===== config.mk =====
export PLATFORM = sky130hd
export DESIGN_NAME = trpn_queue
export DESIGN_NICKNAME = d
export VERILOG_FILES = /design/src/design/assert_macros.svh /design/src/design/trpn_pkg.sv /design/src/design/trpn_queue.sv
export SDC_FILE = /design/constraint.sdc
export NUM_CORES = 1
export LEC_CHECK = 0
export BUFFER_PORTS_ARGS = -buffer_cell sky130_fd_sc_hd__buf_2
export CORE_MARGIN = 4
export CORE_UTILIZATION = 45
export DETAILED_ROUTE_END_ITERATION = 8
export PLACE_DENSITY = 0.67
export SKIP_CTS_REPAIR_TIMING = 1
export SLEW_MARGIN = 20
export SYNTH_ARGS = -nofsm -noshare
export SYNTH_HDL_FRONTEND = slang
export SYNTH_SLANG_ARGS = --single-unit
export TNS_END_PERCENT = 30

===== constraint.sdc =====
create_clock -name clock -period 2.4 [get_ports clock]
set_clock_uncertainty 0.05 [all_clocks]
set_input_delay 0 -clock clock [delete_from_list [all_inputs] [get_ports clock]]
set_output_delay 0 -clock clock [all_outputs]
set_load 0.02 [all_outputs]

===== src/design/assert_macros.svh =====
// Assertion helpers used by the RTL (included by trpn_back).
`ifndef ASSERT_MACROS_SVH
`define ASSERT_MACROS_SVH

// Condition must hold at every clock edge out of reset.
`define ASSERT_ALWAYS(label, clk, rst, cond) \
   label: assert property (@(posedge clk) disable iff (rst) (cond)) \
      else $error("assertion failed");

// Antecedent implies consequent in the same cycle.
`define ASSERT_IMPLY(label, clk, rst, ante, cons) \
   label: assert property (@(posedge clk) disable iff (rst) (ante) |-> (cons)) \
      else $error("assertion failed");

// Antecedent implies consequent in the following cycle.
`define ASSERT_NEXT(label, clk, rst, ante, cons) \
   label: assert property (@(posedge clk) disable iff (rst) (ante) |=> (cons)) \
      else $error("assertion failed");

`endif


===== src/design/trpn_pkg.sv =====
// ----------------------------------------------------------------------------
// trpn_pkg
// Shared types and constants of the typed postfix expression evaluator.
// ----------------------------------------------------------------------------
package trpn_pkg;

   localparam int STACK_DEPTH_DEF = 16;
   localparam int QUEUE_DEPTH     = 4;

   // operand type codes
   localparam logic [2:0] TY_NULL = 3'd0;
   localparam logic [2:0] TY_BOOL = 3'd1;
   localparam logic [2:0] TY_INT  = 3'd2;
   localparam logic [2:0] TY_REAL = 3'd3;
   localparam logic [2:0] TY_STR  = 3'd4;

   // error flag bit positions
   localparam int FL_TYPE  = 0;
   localparam int FL_DIV0  = 1;
   localparam int FL_NULL  = 2;
   localparam int FL_FAULT = 3;

   typedef enum logic [4:0] {
      OP_ADD         = 5'd0,
      OP_SUB         = 5'd1,
      OP_MUL         = 5'd2,
      OP_DIV         = 5'd3,
      OP_MOD         = 5'd4,
      OP_LT          = 5'd5,
      OP_GT          = 5'd6,
      OP_LTE         = 5'd7,
      OP_GTE         = 5'd8,
      OP_EQ          = 5'd9,
      OP_NE          = 5'd10,
      OP_AND         = 5'd11,
      OP_OR          = 5'd12,
      OP_NEG         = 5'd13,
      OP_NOT         = 5'd14,
      OP_LIT_BOOL    = 5'd15,
      OP_LIT_INT     = 5'd16,
      OP_LIT_REAL    = 5'd17,
      OP_LIT_STR     = 5'd18,
      OP_FIELD_LEFT  = 5'd19,
      OP_FIELD_RIGHT = 5'd20,
      OP_LEFT_BEGIN  = 5'd21,
      OP_LEFT_END    = 5'd22,
      OP_RIGHT_BEGIN = 5'd23,
      OP_RIGHT_END   = 5'd24
   } opcode_type;

   // classified token handed from front to back
   typedef struct packed {
      logic [4:0]  op;
      logic [1:0]  npop;
      logic        push_lit;
      logic [2:0]  ptype;
      logic [63:0] pval;
      logic        null_f;
      logic        last;
   } tok_type;

endpackage


===== src/design/trpn_queue.sv =====
// ----------------------------------------------------------------------------
// trpn_queue
// Short token queue decoupling the front from the back.
// ----------------------------------------------------------------------------
module trpn_queue
   import trpn_pkg::*;
(
   input  logic    clock,
   input  logic    reset,
   input  logic    push,
   input  tok_type push_tok,
   output logic    full,
   input  logic    pop,
   output logic    valid,
   output tok_type pop_tok
);

   localparam int QIW = $clog2(QUEUE_DEPTH);
   localparam int QCW = $clog2(QUEUE_DEPTH + 1);

   tok_type         slot_ff [QUEUE_DEPTH];
   logic [QIW-1:0]  wr_ff, wr_in, rd_ff, rd_in;
   logic [QCW-1:0]  cnt_ff, cnt_in;
   logic            do_push, do_pop;

   assign full    = (cnt_ff == QCW'(QUEUE_DEPTH));
   assign valid   = (cnt_ff != '0);
   assign pop_tok = slot_ff[rd_ff];
   assign do_push = push && !full;
   assign do_pop  = pop && valid;

   always_comb begin
      wr_in  = (do_push) ? ((wr_ff == QIW'(QUEUE_DEPTH - 1)) ? '0 : wr_ff + 1'b1) : wr_ff;
      rd_in  = (do_pop)  ? ((rd_ff == QIW'(QUEUE_DEPTH - 1)) ? '0 : rd_ff + 1'b1) : rd_ff;
      cnt_in = cnt_ff + QCW'(do_push) - QCW'(do_pop);
   end

   always_ff @(posedge clock) begin
      if (reset) begin
         wr_ff  <= '0;
         rd_ff  <= '0;
         cnt_ff <= '0;
      end else begin
         wr_ff  <= wr_in;
         rd_ff  <= rd_in;
         cnt_ff <= cnt_in;
      end
   end

   always_ff @(posedge clock) begin
      if (do_push) begin
         slot_ff[wr_ff] <= push_tok;
      end
   end

endmodule


==> key figures <==
Outcome
  • Outcome: finished clean

Critical path
  • Crit-path cells: or3b_4 > and2_4 > inv_2 > ha_4 > inv_4 > ha_4 > inv_2 > fa_2 > xor2_2 > and2_1 > nor3_1
  • Crit-path leading delay family: simple AND/OR/NAND/NOR gates
  • Crit path largest cell delay: 0.40 ns
  • Register-to-register setup slack: 0.04 ns
  • Critical path's slowest cell: or3b_4
  • WP buf/inv: 3
  • R2R depth: 11
  • FF-to-FF End: cnt_ff[2]
  • Reg2reg start: cnt_ff[1]
  • Crit. path cell count: 11
  • Setup CP Type: reg -> reg
  • Worst-path fanout max: 2
  • CP endpoint kind: flip-flop
  • Crit path DAT: roughly 2.8 ns
  • Worst setup SP type: flip-flop
  • Worst EP required: 2.80 ns

Logic synthesis
  • Flops & latches, synth: around 320
  • Synth unique cells: 27
  • Seq/Total Area, Yosys: 81.3%
  • Syn Inst Count: about 450
  • Yosys warning count: 0
  • Syn Std Cell Area: 0.0116 mm2
  • Post-Syn Nets: 543
  • Synth Area per Inst: 25.6 um2

Detailed routing
  • WL/cell: slightly above 20 um
  • 1st-pass router iterations: 4
  • WL final: 21,800 um
  • Mean number of vias per cell: 5.18
  • DRC viols: 0
  • 1st-iter DRT viols: 392
  • DR vias: 5,589
  • DRT antenna net count: 0

Finish
  • Syn-to-layout area delta: 27.4%
  • Final nets: 816
  • Most common cell after layout, fill and taps aside: edfxtp_1
  • Commonest non-fill, non-tap cells in the layout: edfxtp_1 (308), buf_2 (159), dlygate4sd3_1 (80)
  • Multi-input gate area: 0.00206 mm2
  • Layout fillers: 1,834
  • Fin area: between 0.01 and 0.015 mm2
  • Reg area: 0.00944 mm2
  • N_diodes: 0
  • Share of layout cells above drive strength 1: 42.8%

STA
  • Min cycle time layout: 2.36 ns
  • Final Cycle Share: a little over nine tenths
  • Slew Limit Headroom: 64.0%
  • Max Freq: 424 MHz
  • Final hold violation count: 0
  • Final setup TNS: 0 ns
  • Max-slew violations: 0
  • Setup Viol. Count Final: 0
  • Worst slew pin tran: 0.539 ns

Place
  • GPL Wtd Cong: around 0.71
  • IO buf count: 159
  • Cell Area, Placed: between 0.01 and 0.015 mm2
  • Detail Placement HPWL: 13,200 um

Clock tree
  • CTS Buf Count: 31
  • H-tree depth: 1
  • CTS tree: yes
  • Clock-pin slew on the worst setup and hold paths: around 0.060 ns
  • Root Buffer: clkbuf_16
  • Worst skew pair latency: 0.53 ns
  • Clk sink count: 317
  • CTS Buffer Depth: 3

Global routing
  • GR Overflow Total: 0
  • Vias in the first global route: 5,872
  • First-pass GRT wire length: between 30,000 and 40,000 um
  • Aggregate global-route resource usage: 14.9%
  • Initial antenna violation count: 0
  • Pin count of the biggest net entering global routing: 48

Floorplanning
  • # rows: between 50 and 60
  • I/O pins: between 150 and 200
  • Core outline area: 0.0253 mm2
  • Die Width: 169 um
  • Die H: 169 um
  • DIE AREA: 0.0284 mm2
  • Initial Utilization: roughly 46%

Min path
  • Min-delay src: push_tok[37]
  • Worst hold path stage count: 2
  • Hold Path Class: in -> reg
  • Hold EP: slot_ff[2][37]

Power
  • Maximum VDD drop: 0.700 mV
  • Static Leak: 5.05 nW
  • PD cells: about 1000 mW/mm2

Job
  • Number of max-cap violations: 0
logic make-up (layout without fill, tap and decap cells):
group,count (synthesis),count (layout),share of synthesized area [%]
simple gates,18,18,0.938
compound gates,5,5,0.323
mux,78,78,15.0
flops,317,317,81.3
fa+ha+maj,8,8,0.927
xor+xnor,1,1,0.0755
buf+inv,27,323,1.46
power by group:
group	switching [mW]	internal, mW
clock network	1.85	2.66
logic	2.14	1.71
registers	0.202	6.77
total	4.19	11.1
registers in the layout, summed over array words and instances, names as in the netlist, named ones only:
signal and count:
slot_ff 308, cnt_ff 3, rd_ff 2, wr_ff 2
final cells by class:
class	count	area share [%]
sequential	317	63.8
multi-input combinational	110	14.0
timing repair buffer	260	12.7
clock buffer	35	5.35
tap	330	2.79
clock inverter	21	1.14
inverter	7	0.195
layer usage:
metal	vias up	GRT usage [%]	share of wire, %
met3	28	3.43	6.1
met1	2904	19.8	41
met4	0	3.39	1.6
li1	2476	-	-
met5	-	0	0
met2	181	25.5	51
worst max-delay path by stage:
stage               startpoint         to
global route         cnt_ff[1]  cnt_ff[2]
global placement     cnt_ff[0]  cnt_ff[2]
floorplan            cnt_ff[1]  cnt_ff[2]
finish               cnt_ff[1]  cnt_ff[2]
CTS                  cnt_ff[0]  cnt_ff[2]
detailed placement   cnt_ff[0]  cnt_ff[2]
through the flow:
step	util, %	instances	total power [mW]	hold WS (ns)	worst slack, ns
after floorplan	-	454	9.51	0.0489	0.00369
after global placement	51.3	940	10.7	0.159	0.116
after detailed placement	51.3	940	10.8	0.169	-0.00208
after CTS	55.1	996	15.3	-0.410	-0.0198
after global routing	58.5	1080	16.1	0.144	-0.0379
final	58.5	1080	15.3	0.165	0.0398
cells in the mapped netlist:
library cell  count  area (um2)
nand3_1           2        10.0
xor2_1            1        8.76
mux4_2           77        1730
fa_1              1        20.0
nor2_1            3        11.3
clkbuf_1          5        18.8
buf_2             9        45.0
ha_1              7        87.6
and2_1            1        6.26
buf_8             3        45.0
and3_2            4        30.0
dfxtp_1           9         180
or3b_1            1        8.76
inv_1             7        26.3
and2_4            1        8.76
nor2b_1           1        6.26
nor3_1            2        10.0
edfxtp_1        308        9250
a21oi_1           2        10.0
o31ai_2           1        12.5
o31ai_1           1        7.51
buf_6             3        33.8
or3_2             1        7.51
nand2_1           1        3.75
mux2i_1           1        10.0
a21o_1            1        7.51
or3_1             1        6.26
worst reg2reg max path: cells and delay by family (launching register included):
family	cells	cell delay, ns
fa+ha+maj	3	0.71
buf+inv	3	0.14
simple gates	4	0.87
flops	1	0.32
xor+xnor	1	0.18
No activity file was read; power rests on OpenSTA's default activity.
