`config.mk`:
```
export PLATFORM = sky130hd
export DESIGN_NAME = trpn_front_flat
export DESIGN_NICKNAME = d
export VERILOG_FILES = /design/src/design/assert_macros.svh /design/src/design/trpn_pkg.sv /design/src/design/trpn_if.sv /design/src/design/trpn_front.sv /design/src/flat_wrapper.sv
export SDC_FILE = /design/constraint.sdc
export NUM_CORES = 1
export LEC_CHECK = 0
export BUFFER_PORTS_ARGS = -buffer_cell sky130_fd_sc_hd__buf_2
export CORE_MARGIN = 4
export CORE_UTILIZATION = 28
export DETAILED_ROUTE_END_ITERATION = 6
export PLACE_DENSITY = 0.9
export SYNTH_ARGS = -nofsm -noshare
export SYNTH_HDL_FRONTEND = slang
export SYNTH_SLANG_ARGS = --single-unit
```
`constraint.sdc`:
```
create_clock -name vclk -period 1.9
set_clock_uncertainty 0.2 [all_clocks]
set_input_delay 0.095 -clock vclk [all_inputs]
set_output_delay 0.095 -clock vclk [all_outputs]
set_load 0.05 [all_outputs]
```
`src/design/assert_macros.svh`:
```
// Assertion helpers used by the RTL (included by trpn_back).
`ifndef ASSERT_MACROS_SVH
`define ASSERT_MACROS_SVH

// Condition must hold at every clock edge out of reset.
`define ASSERT_ALWAYS(label, clk, rst, cond) \
   label: assert property (@(posedge clk) disable iff (rst) (cond)) \
      else $error("assertion failed");

// Antecedent implies consequent in the same cycle.
`define ASSERT_IMPLY(label, clk, rst, ante, cons) \
   label: assert property (@(posedge clk) disable iff (rst) (ante) |-> (cons)) \
      else $error("assertion failed");

// Antecedent implies consequent in the following cycle.
`define ASSERT_NEXT(label, clk, rst, ante, cons) \
   label: assert property (@(posedge clk) disable iff (rst) (ante) |=> (cons)) \
      else $error("assertion failed");

`endif

```
`src/design/trpn_pkg.sv`:
```
// ----------------------------------------------------------------------------
// trpn_pkg
// Shared types and constants of the typed postfix expression evaluator.
// ----------------------------------------------------------------------------
package trpn_pkg;

   localparam int STACK_DEPTH_DEF = 16;
   localparam int QUEUE_DEPTH     = 4;

   // operand type codes
   localparam logic [2:0] TY_NULL = 3'd0;
   localparam logic [2:0] TY_BOOL = 3'd1;
   localparam logic [2:0] TY_INT  = 3'd2;
   localparam logic [2:0] TY_REAL = 3'd3;
   localparam logic [2:0] TY_STR  = 3'd4;

   // error flag bit positions
   localparam int FL_TYPE  = 0;
   localparam int FL_DIV0  = 1;
   localparam int FL_NULL  = 2;
   localparam int FL_FAULT = 3;

   typedef enum logic [4:0] {
      OP_ADD         = 5'd0,
      OP_SUB         = 5'd1,
      OP_MUL         = 5'd2,
      OP_DIV         = 5'd3,
      OP_MOD         = 5'd4,
      OP_LT          = 5'd5,
      OP_GT          = 5'd6,
      OP_LTE         = 5'd7,
      OP_GTE         = 5'd8,
      OP_EQ          = 5'd9,
      OP_NE          = 5'd10,
      OP_AND         = 5'd11,
      OP_OR          = 5'd12,
      OP_NEG         = 5'd13,
      OP_NOT         = 5'd14,
      OP_LIT_BOOL    = 5'd15,
      OP_LIT_INT     = 5'd16,
      OP_LIT_REAL    = 5'd17,
      OP_LIT_STR     = 5'd18,
      OP_FIELD_LEFT  = 5'd19,
      OP_FIELD_RIGHT = 5'd20,
      OP_LEFT_BEGIN  = 5'd21,
      OP_LEFT_END    = 5'd22,
      OP_RIGHT_BEGIN = 5'd23,
      OP_RIGHT_END   = 5'd24
   } opcode_type;

   // classified token handed from front to back
   typedef struct packed {
      logic [4:0]  op;
      logic [1:0]  npop;
      logic        push_lit;
      logic [2:0]  ptype;
      logic [63:0] pval;
      logic        null_f;
      logic        last;
   } tok_type;

endpackage

```
`src/design/trpn_if.sv`:
```
// ----------------------------------------------------------------------------
// trpn_req_if / trpn_rsp_if
// Valid/ready channels carrying tokens in and results out.
// ----------------------------------------------------------------------------
interface trpn_req_if;
   logic        valid;
   logic        ready;
   logic [4:0]  opcode;
   logic [2:0]  operand_type;
   logic [63:0] operand_value;
   logic        last_token;

   modport source (output valid, opcode, operand_type, operand_value, last_token,
                   input ready);
   modport sink   (input valid, opcode, operand_type, operand_value, last_token,
                   output ready);
endinterface


```
`src/design/trpn_front.sv`:
```
// ----------------------------------------------------------------------------
// trpn_front
// Accepts tokens and classifies them: pop count, literal normalization.
// ----------------------------------------------------------------------------
module trpn_front
   import trpn_pkg::*;
(
   trpn_req_if.sink  req,
   input  logic      q_full,
   output logic      q_push,
   output tok_type   q_tok
);

   assign req.ready = !q_full;
   assign q_push    = req.valid && !q_full;

   always_comb begin
      q_tok          = '0;
      q_tok.op       = req.opcode;
      q_tok.last     = req.last_token;
      q_tok.pval     = req.operand_value;
      case (req.opcode)
         OP_ADD, OP_SUB, OP_MUL, OP_DIV, OP_MOD, OP_LT, OP_GT, OP_LTE, OP_GTE,
         OP_EQ, OP_NE, OP_AND, OP_OR: begin
            q_tok.npop = 2'd2;
         end
         OP_NEG, OP_NOT: begin
            q_tok.npop = 2'd1;
         end
         OP_LIT_BOOL: begin
            q_tok.push_lit = 1'b1;
            q_tok.ptype    = TY_BOOL;
            q_tok.pval     = {63'd0, |req.operand_value};
         end
         OP_LIT_INT, OP_LEFT_BEGIN, OP_LEFT_END, OP_RIGHT_BEGIN, OP_RIGHT_END: begin
            q_tok.push_lit = 1'b1;
            q_tok.ptype    = TY_INT;
         end
         OP_LIT_REAL: begin
            q_tok.push_lit = 1'b1;
            q_tok.ptype    = TY_REAL;
         end
         OP_LIT_STR: begin
            q_tok.push_lit = 1'b1;
            q_tok.ptype    = TY_STR;
         end
         OP_FIELD_LEFT, OP_FIELD_RIGHT: begin
            q_tok.push_lit = 1'b1;
            if (req.operand_type == TY_NULL || req.operand_type > TY_STR) begin
               q_tok.ptype  = TY_NULL;
               q_tok.pval   = '0;
               q_tok.null_f = 1'b1;
            end else if (req.operand_type == TY_BOOL) begin
               q_tok.ptype = TY_BOOL;
               q_tok.pval  = {63'd0, |req.operand_value};
            end else begin
               q_tok.ptype = req.operand_type;
            end
         end
         default: begin
            q_tok.npop = 2'd0;   // unused codes do nothing
         end
      endcase
   end

endmodule

```
`src/flat_wrapper.sv`:
```
// flat-port wrapper written by rule: the top's interface ports become plain ports
module trpn_front_flat import trpn_pkg::*;
  (q_full, q_push, q_tok, req_valid, req_opcode, req_operand_type, req_operand_value, req_last_token, req_ready);
  trpn_req_if req_i ();
  input  logic q_full;
  output logic q_push;
  output tok_type q_tok;
  input wire logic [$bits(req_i.valid)-1:0] req_valid;
  input wire logic [$bits(req_i.opcode)-1:0] req_opcode;
  input wire logic [$bits(req_i.operand_type)-1:0] req_operand_type;
  input wire logic [$bits(req_i.operand_value)-1:0] req_operand_value;
  input wire logic [$bits(req_i.last_token)-1:0] req_last_token;
  output wire logic [$bits(req_i.ready)-1:0] req_ready;
  assign req_i.valid = req_valid;
  assign req_i.opcode = req_opcode;
  assign req_i.operand_type = req_operand_type;
  assign req_i.operand_value = req_operand_value;
  assign req_i.last_token = req_last_token;
  assign req_ready = req_i.ready;
  trpn_front u_core (.req(req_i), .q_full(q_full), .q_push(q_push), .q_tok(q_tok));
endmodule
```
==> results.yml, run 1 <==
power_and_ir_drop:
  leakagePower_nw: 1.17
  powerDensity_nw_per_um2: 411
  irDropWorstVdd_mv: 0.289
route:
  vias_per_cell: 4.86
  firstDrtPassIters: 4
  routed_wl_um: 5740
  wl_per_cell_um: 17.2
  postRouteAntennaNets: 0
  drcViolationCount: 0
  first_iter_violations: 93
  vias: 1618
timing:
  report.final.setup_viol: 46
  max_freq_ghz: 0.517
  slew_headroom_pct: 64.3
  setup_ws_ns: -0.0333
  period_share_pct: 102
  slew_viol_final: 0
  rsz0062_at_grt: "yes"
  finalHoldViolCount: 0
  period_needed_ns: 1.93
  fin_hold_ws_ns: 0.302
  tightest_slew_ns: 0.534
cells_and_area:
  fillCellCount: 197
  final_common_cell: "buf_2"
  clkbuf_count: 0
  final_cells: 333
  layout_common_cells: "buf_2, buf_6, and2_2, and2_4, nor4_1"
  design_area_um2: 2320
  seq_cells: 0
  layout-drive-gt1-share_pct: 82.4
  regArea_um2: 0
  area_delta_synth_final_pct: 164
  nets: 366
  diodes: 0
  fin_util_pct: 76.8
  multiInputGateArea_um2: 896
yosys:
  syn_inst: 135
  netlist_area_um2: 881
  syn-num-nets: 210
  yosys.area.top_type: "and2_1"
  synth_area_leaders: "and2_1, nor4_1, buf_6"
  seq_area_frac_synth_pct: 0
  ys_types: 27
  synth_top_cell_area_share_pct: 45.5
  avgSynthCellArea_um2: 6.52
  synth_warnings: 0
placement:
  placed_cells: 329
  io_buffers: 152
  hpwl_um: 3810
  finalWeightedCongestion: 0.910
  dpl_cell_area_um2: 1770
grt:
  antenna_found_initial: 0
  first_global_vias: 1593
  grt_pass1_wl_um: 8150
  grtUsageTotal_pct: 24.4
  grt_max_degree: 41
  overflow: 0
outcome:
  violations: "negative setup slack"
  status: "finished with violations"
worst_setup_path:
  critPathMaxFanout: 20
  critPathRequiredTime_ns: 1.60
  arrival_ns: 1.64
  path_class: "input pin to primary output"
  startpoint_type: "input pin"
  cp-end-kind: "primary output"
  crit_path_start: "req_opcode[0]"
min_path:
  min_path_type: "input pin to primary output"
  hp-start: "q_full"
die:
  chipHeight_um: 64.1
  io_pins: 154
  die_w_um: 64.1
  initial_core_util_pct: 29.1
  die_area_um2: 4110
  rows: 20
  coreArea_um2: 3030
job:
  maxCapViolCount: 0
clocking:
  post_cts.repair.setup_buffers: 0
[where the power goes]
| part | internal, mW | leakage [nW] | switching (mW) |
|---|---|---|---|
| sequential | 0 | 0 | 0 |
| combinational | 0.372 | 1.17 | 0.583 |
| clock | 0 | 0 | 0 |
[synthesized netlist by cell type, drive strengths merged, types with 2 or more instances]
cell,number
inv,2
a21o,2
nor2b,2
nand2b,2
and2,64
nand2,7
xnor2,2
o21ai,3
nor2,4
nand4,4
buf,13
nor4,16
a31oi,2
[what timing repair did]
item                                    in CTS  in global routing
cloned                                       0                  3
hold buffers                                 1                  0
resized for setup                          128                 28
endpoints found under the setup margin      64                 64
pin swaps                                    3                  5
endpoints found under the hold margin        1                  0
[through the flow]
stage          worst slack [ns]  TNS (ns)  power, mW
6_report                -0.0333    -0.579      0.955
5_1_grt                 -0.0719     -2.66      0.990
4_1_cts                 -0.0189    -0.343      0.897
3_5_place_dp             -0.163     -7.50      0.754
3_3_place_gp             -0.218     -6.13      0.744
2_1_floorplan           -0.0536     -2.91      0.552
[worst paths after layout]
check | end | slack (ns) | cells after the start
worst max-delay path | q_tok[64] | -0.03 | 7
worst min-delay path | req_ready | 0.30 | 3
[layer usage]
layer / wire, um / vias up / part of all wire [%] / GRT usage, %
met1: 2080 / 750 / 36 / 25.5
li1: - / 769 / - / -
met5: 0 / - / 0 / 0
met4: 163 / 0 / 2.8 / 5.54
met2: 3100 / 87 / 54 / 49.3
met3: 394 / 12 / 6.9 / 4.04
[logic make-up (layout without fill, tap and decap cells)]
logic type	count (synthesis)	count (layout)	share of synthesized area (%)
compound gates	13	13	11.6
xor+xnor	2	2	1.99
buf+inv	15	169	14.2
simple gates	105	105	72.2
[critical path, stage by stage]
cell    delay, ns
buf_6        0.09
or3b_4       0.39
a21o_1       0.18
o31a_4       0.34
buf_12       0.17
and2_2       0.20
buf_6        0.15
[layout make-up]
| class | instances | share of cell area, % |
|---|---|---|
| multi-input cells | 120 | 38.5 |
| inverters | 2 | 0.323 |
| repair buffers | 167 | 58.8 |
| well taps | 44 | 2.37 |
Power figures use the tool's default switching activity.
==> inputs of run 2 (changes only) <==
- CORE_ASPECT_RATIO: default -> 1.2
==> run 2 against run 1 <==
Net effect:
- critical endpoint is now q_tok[56]
- final cell count is 3.0% lower
- sequential cell count stayed put
- via count is 4.8% higher
- largest power group unchanged
- setup slack worse by 0.045 ns
- the flow still finishes with violations (negative setup slack)
==> results.yml, run 2 (same netlist as run 1, synthesis figures left out) <==
outcome:
  status: "finished with violations"
  violations: "negative setup slack"
placement:
  dpl_cell_area_um2: 1750
  io_buffers: 152
  hpwl_um: 4290
  finalWeightedCongestion: 0.879
  pre_cts_ws_ns: -0.143
cells_and_area:
  nets: 364
  layout_common_cells: "buf_2, buf_6, and2_2, and2_4, nor4_1"
  fin_util_pct: 74.3
  layout-drive-gt1-share_pct: 81.9
  regArea_um2: 0
  clkbuf_count: 0
  design_area_um2: 2270
  seq_cells: 0
  final_common_cell: "buf_2"
  area_delta_synth_final_pct: 158
  diodes: 0
timing:
  setup_ws_ns: -0.0785
  rsz0062_at_grt: "yes"
  max_freq_ghz: 0.505
  period_share_pct: 104
  slew_viol_final: 0
  tightest_slew_ns: 0.497
  fin_hold_ws_ns: 0.303
  report.final.setup_viol: 54
  slew_headroom_pct: 66.7
  finalHoldViolCount: 0
  period_needed_ns: 1.98
route:
  drcViolationCount: 0
  vias_per_cell: 5.25
  routed_wl_um: 6490
  postRouteAntennaNets: 0
  first_iter_violations: 73
  wl_per_cell_um: 20.1
  vias: 1695
  firstDrtPassIters: 4
power_and_ir_drop:
  power.switching_mw: 0.592
  switching_share_pct: 61.9
  seq_power_share_pct: 0
  combPwrFrac_pct: 100.0
  p_clk_share_pct: 0
  finalPower_mw: 0.956
  powerDensity_nw_per_um2: 421
  internal_power_mw: 0.365
  leakagePower_nw: 1.14
  irDropWorstVdd_mv: 0.354
grt:
  first_global_vias: 1715
  grtUsageTotal_pct: 29.2
  grt_max_degree: 24
  antenna_found_initial: 1
  overflow: 0
  grt_pass1_wl_um: 9330
worst_setup_path:
  startpoint_type: "input pin"
  critPathMaxFanout: 23
  critPathRequiredTime_ns: 1.60
  cp-end-kind: "primary output"
  crit_path_start: "req_opcode[0]"
  path_class: "input pin to primary output"
  arrival_ns: 1.68
die:
  io_pins: 154
  die_area_um2: 4110
  chipHeight_um: 69.4
  die_w_um: 59.2
  initial_core_util_pct: 28.8
  coreArea_um2: 3060
  rows: 22
job:
  maxCapViolCount: 0
min_path:
  hp-start: "q_full"
  min_path_type: "input pin to primary output"
clocking:
  post_cts.repair.setup_buffers: 0
-- run 2: final timing paths --
check	cells after the start	to	slack [ns]
setup / recovery	7	q_tok[56]	-0.08
hold / removal	3	req_ready	0.30
-- run 2: per-stage QoR --
step,TNS [ns],cells
floorplan,-2.91,135
global placement,-6.29,321
detailed placement,-7.55,321
CTS,-2.45,322
global route,-4.33,323
finish,-2.11,323
-- run 2: timing repair --
item                                   4_1_cts  5_1_grt
gates resized for setup                    136       16
gates cloned                                 1        1
pin swaps                                    5        6
setup endpoints to repair                   64       64
endpoints found under the hold margin        1        0
hold buffers                                 1        0
-- run 2: cell type report --
cell class / instances / area, um2
Tap cell: 36 / 45.0
Fill cell: 222 / 785
Multi-Input combinational cell: 120 / 891
Timing Repair Buffer: 165 / 1330
Inverter: 2 / 7.51
-- run 2: layer usage --
layer,GRT usage [%],wire length [um]
met1,29.8,2070
met2,51.6,3330
met3,10.6,777
met4,11.3,296
met5,0,8
-- run 2: power groups by stage --
stage,Clock [mW],Combinational (mW),Sequential [mW]
floorplan,0,0.552,0
global placement,0,0.745,0
detailed placement,0,0.756,0
CTS,0,0.912,0
global route,0,0.989,0
finish,0,0.956,0
-- run 2: critical path, stage by stage --
cell and delay, ns:
buf_6 0.09, or3b_4 0.38, a21o_1 0.21, o31a_4 0.34
buf_12 0.17, and2_2 0.22, buf_6 0.16
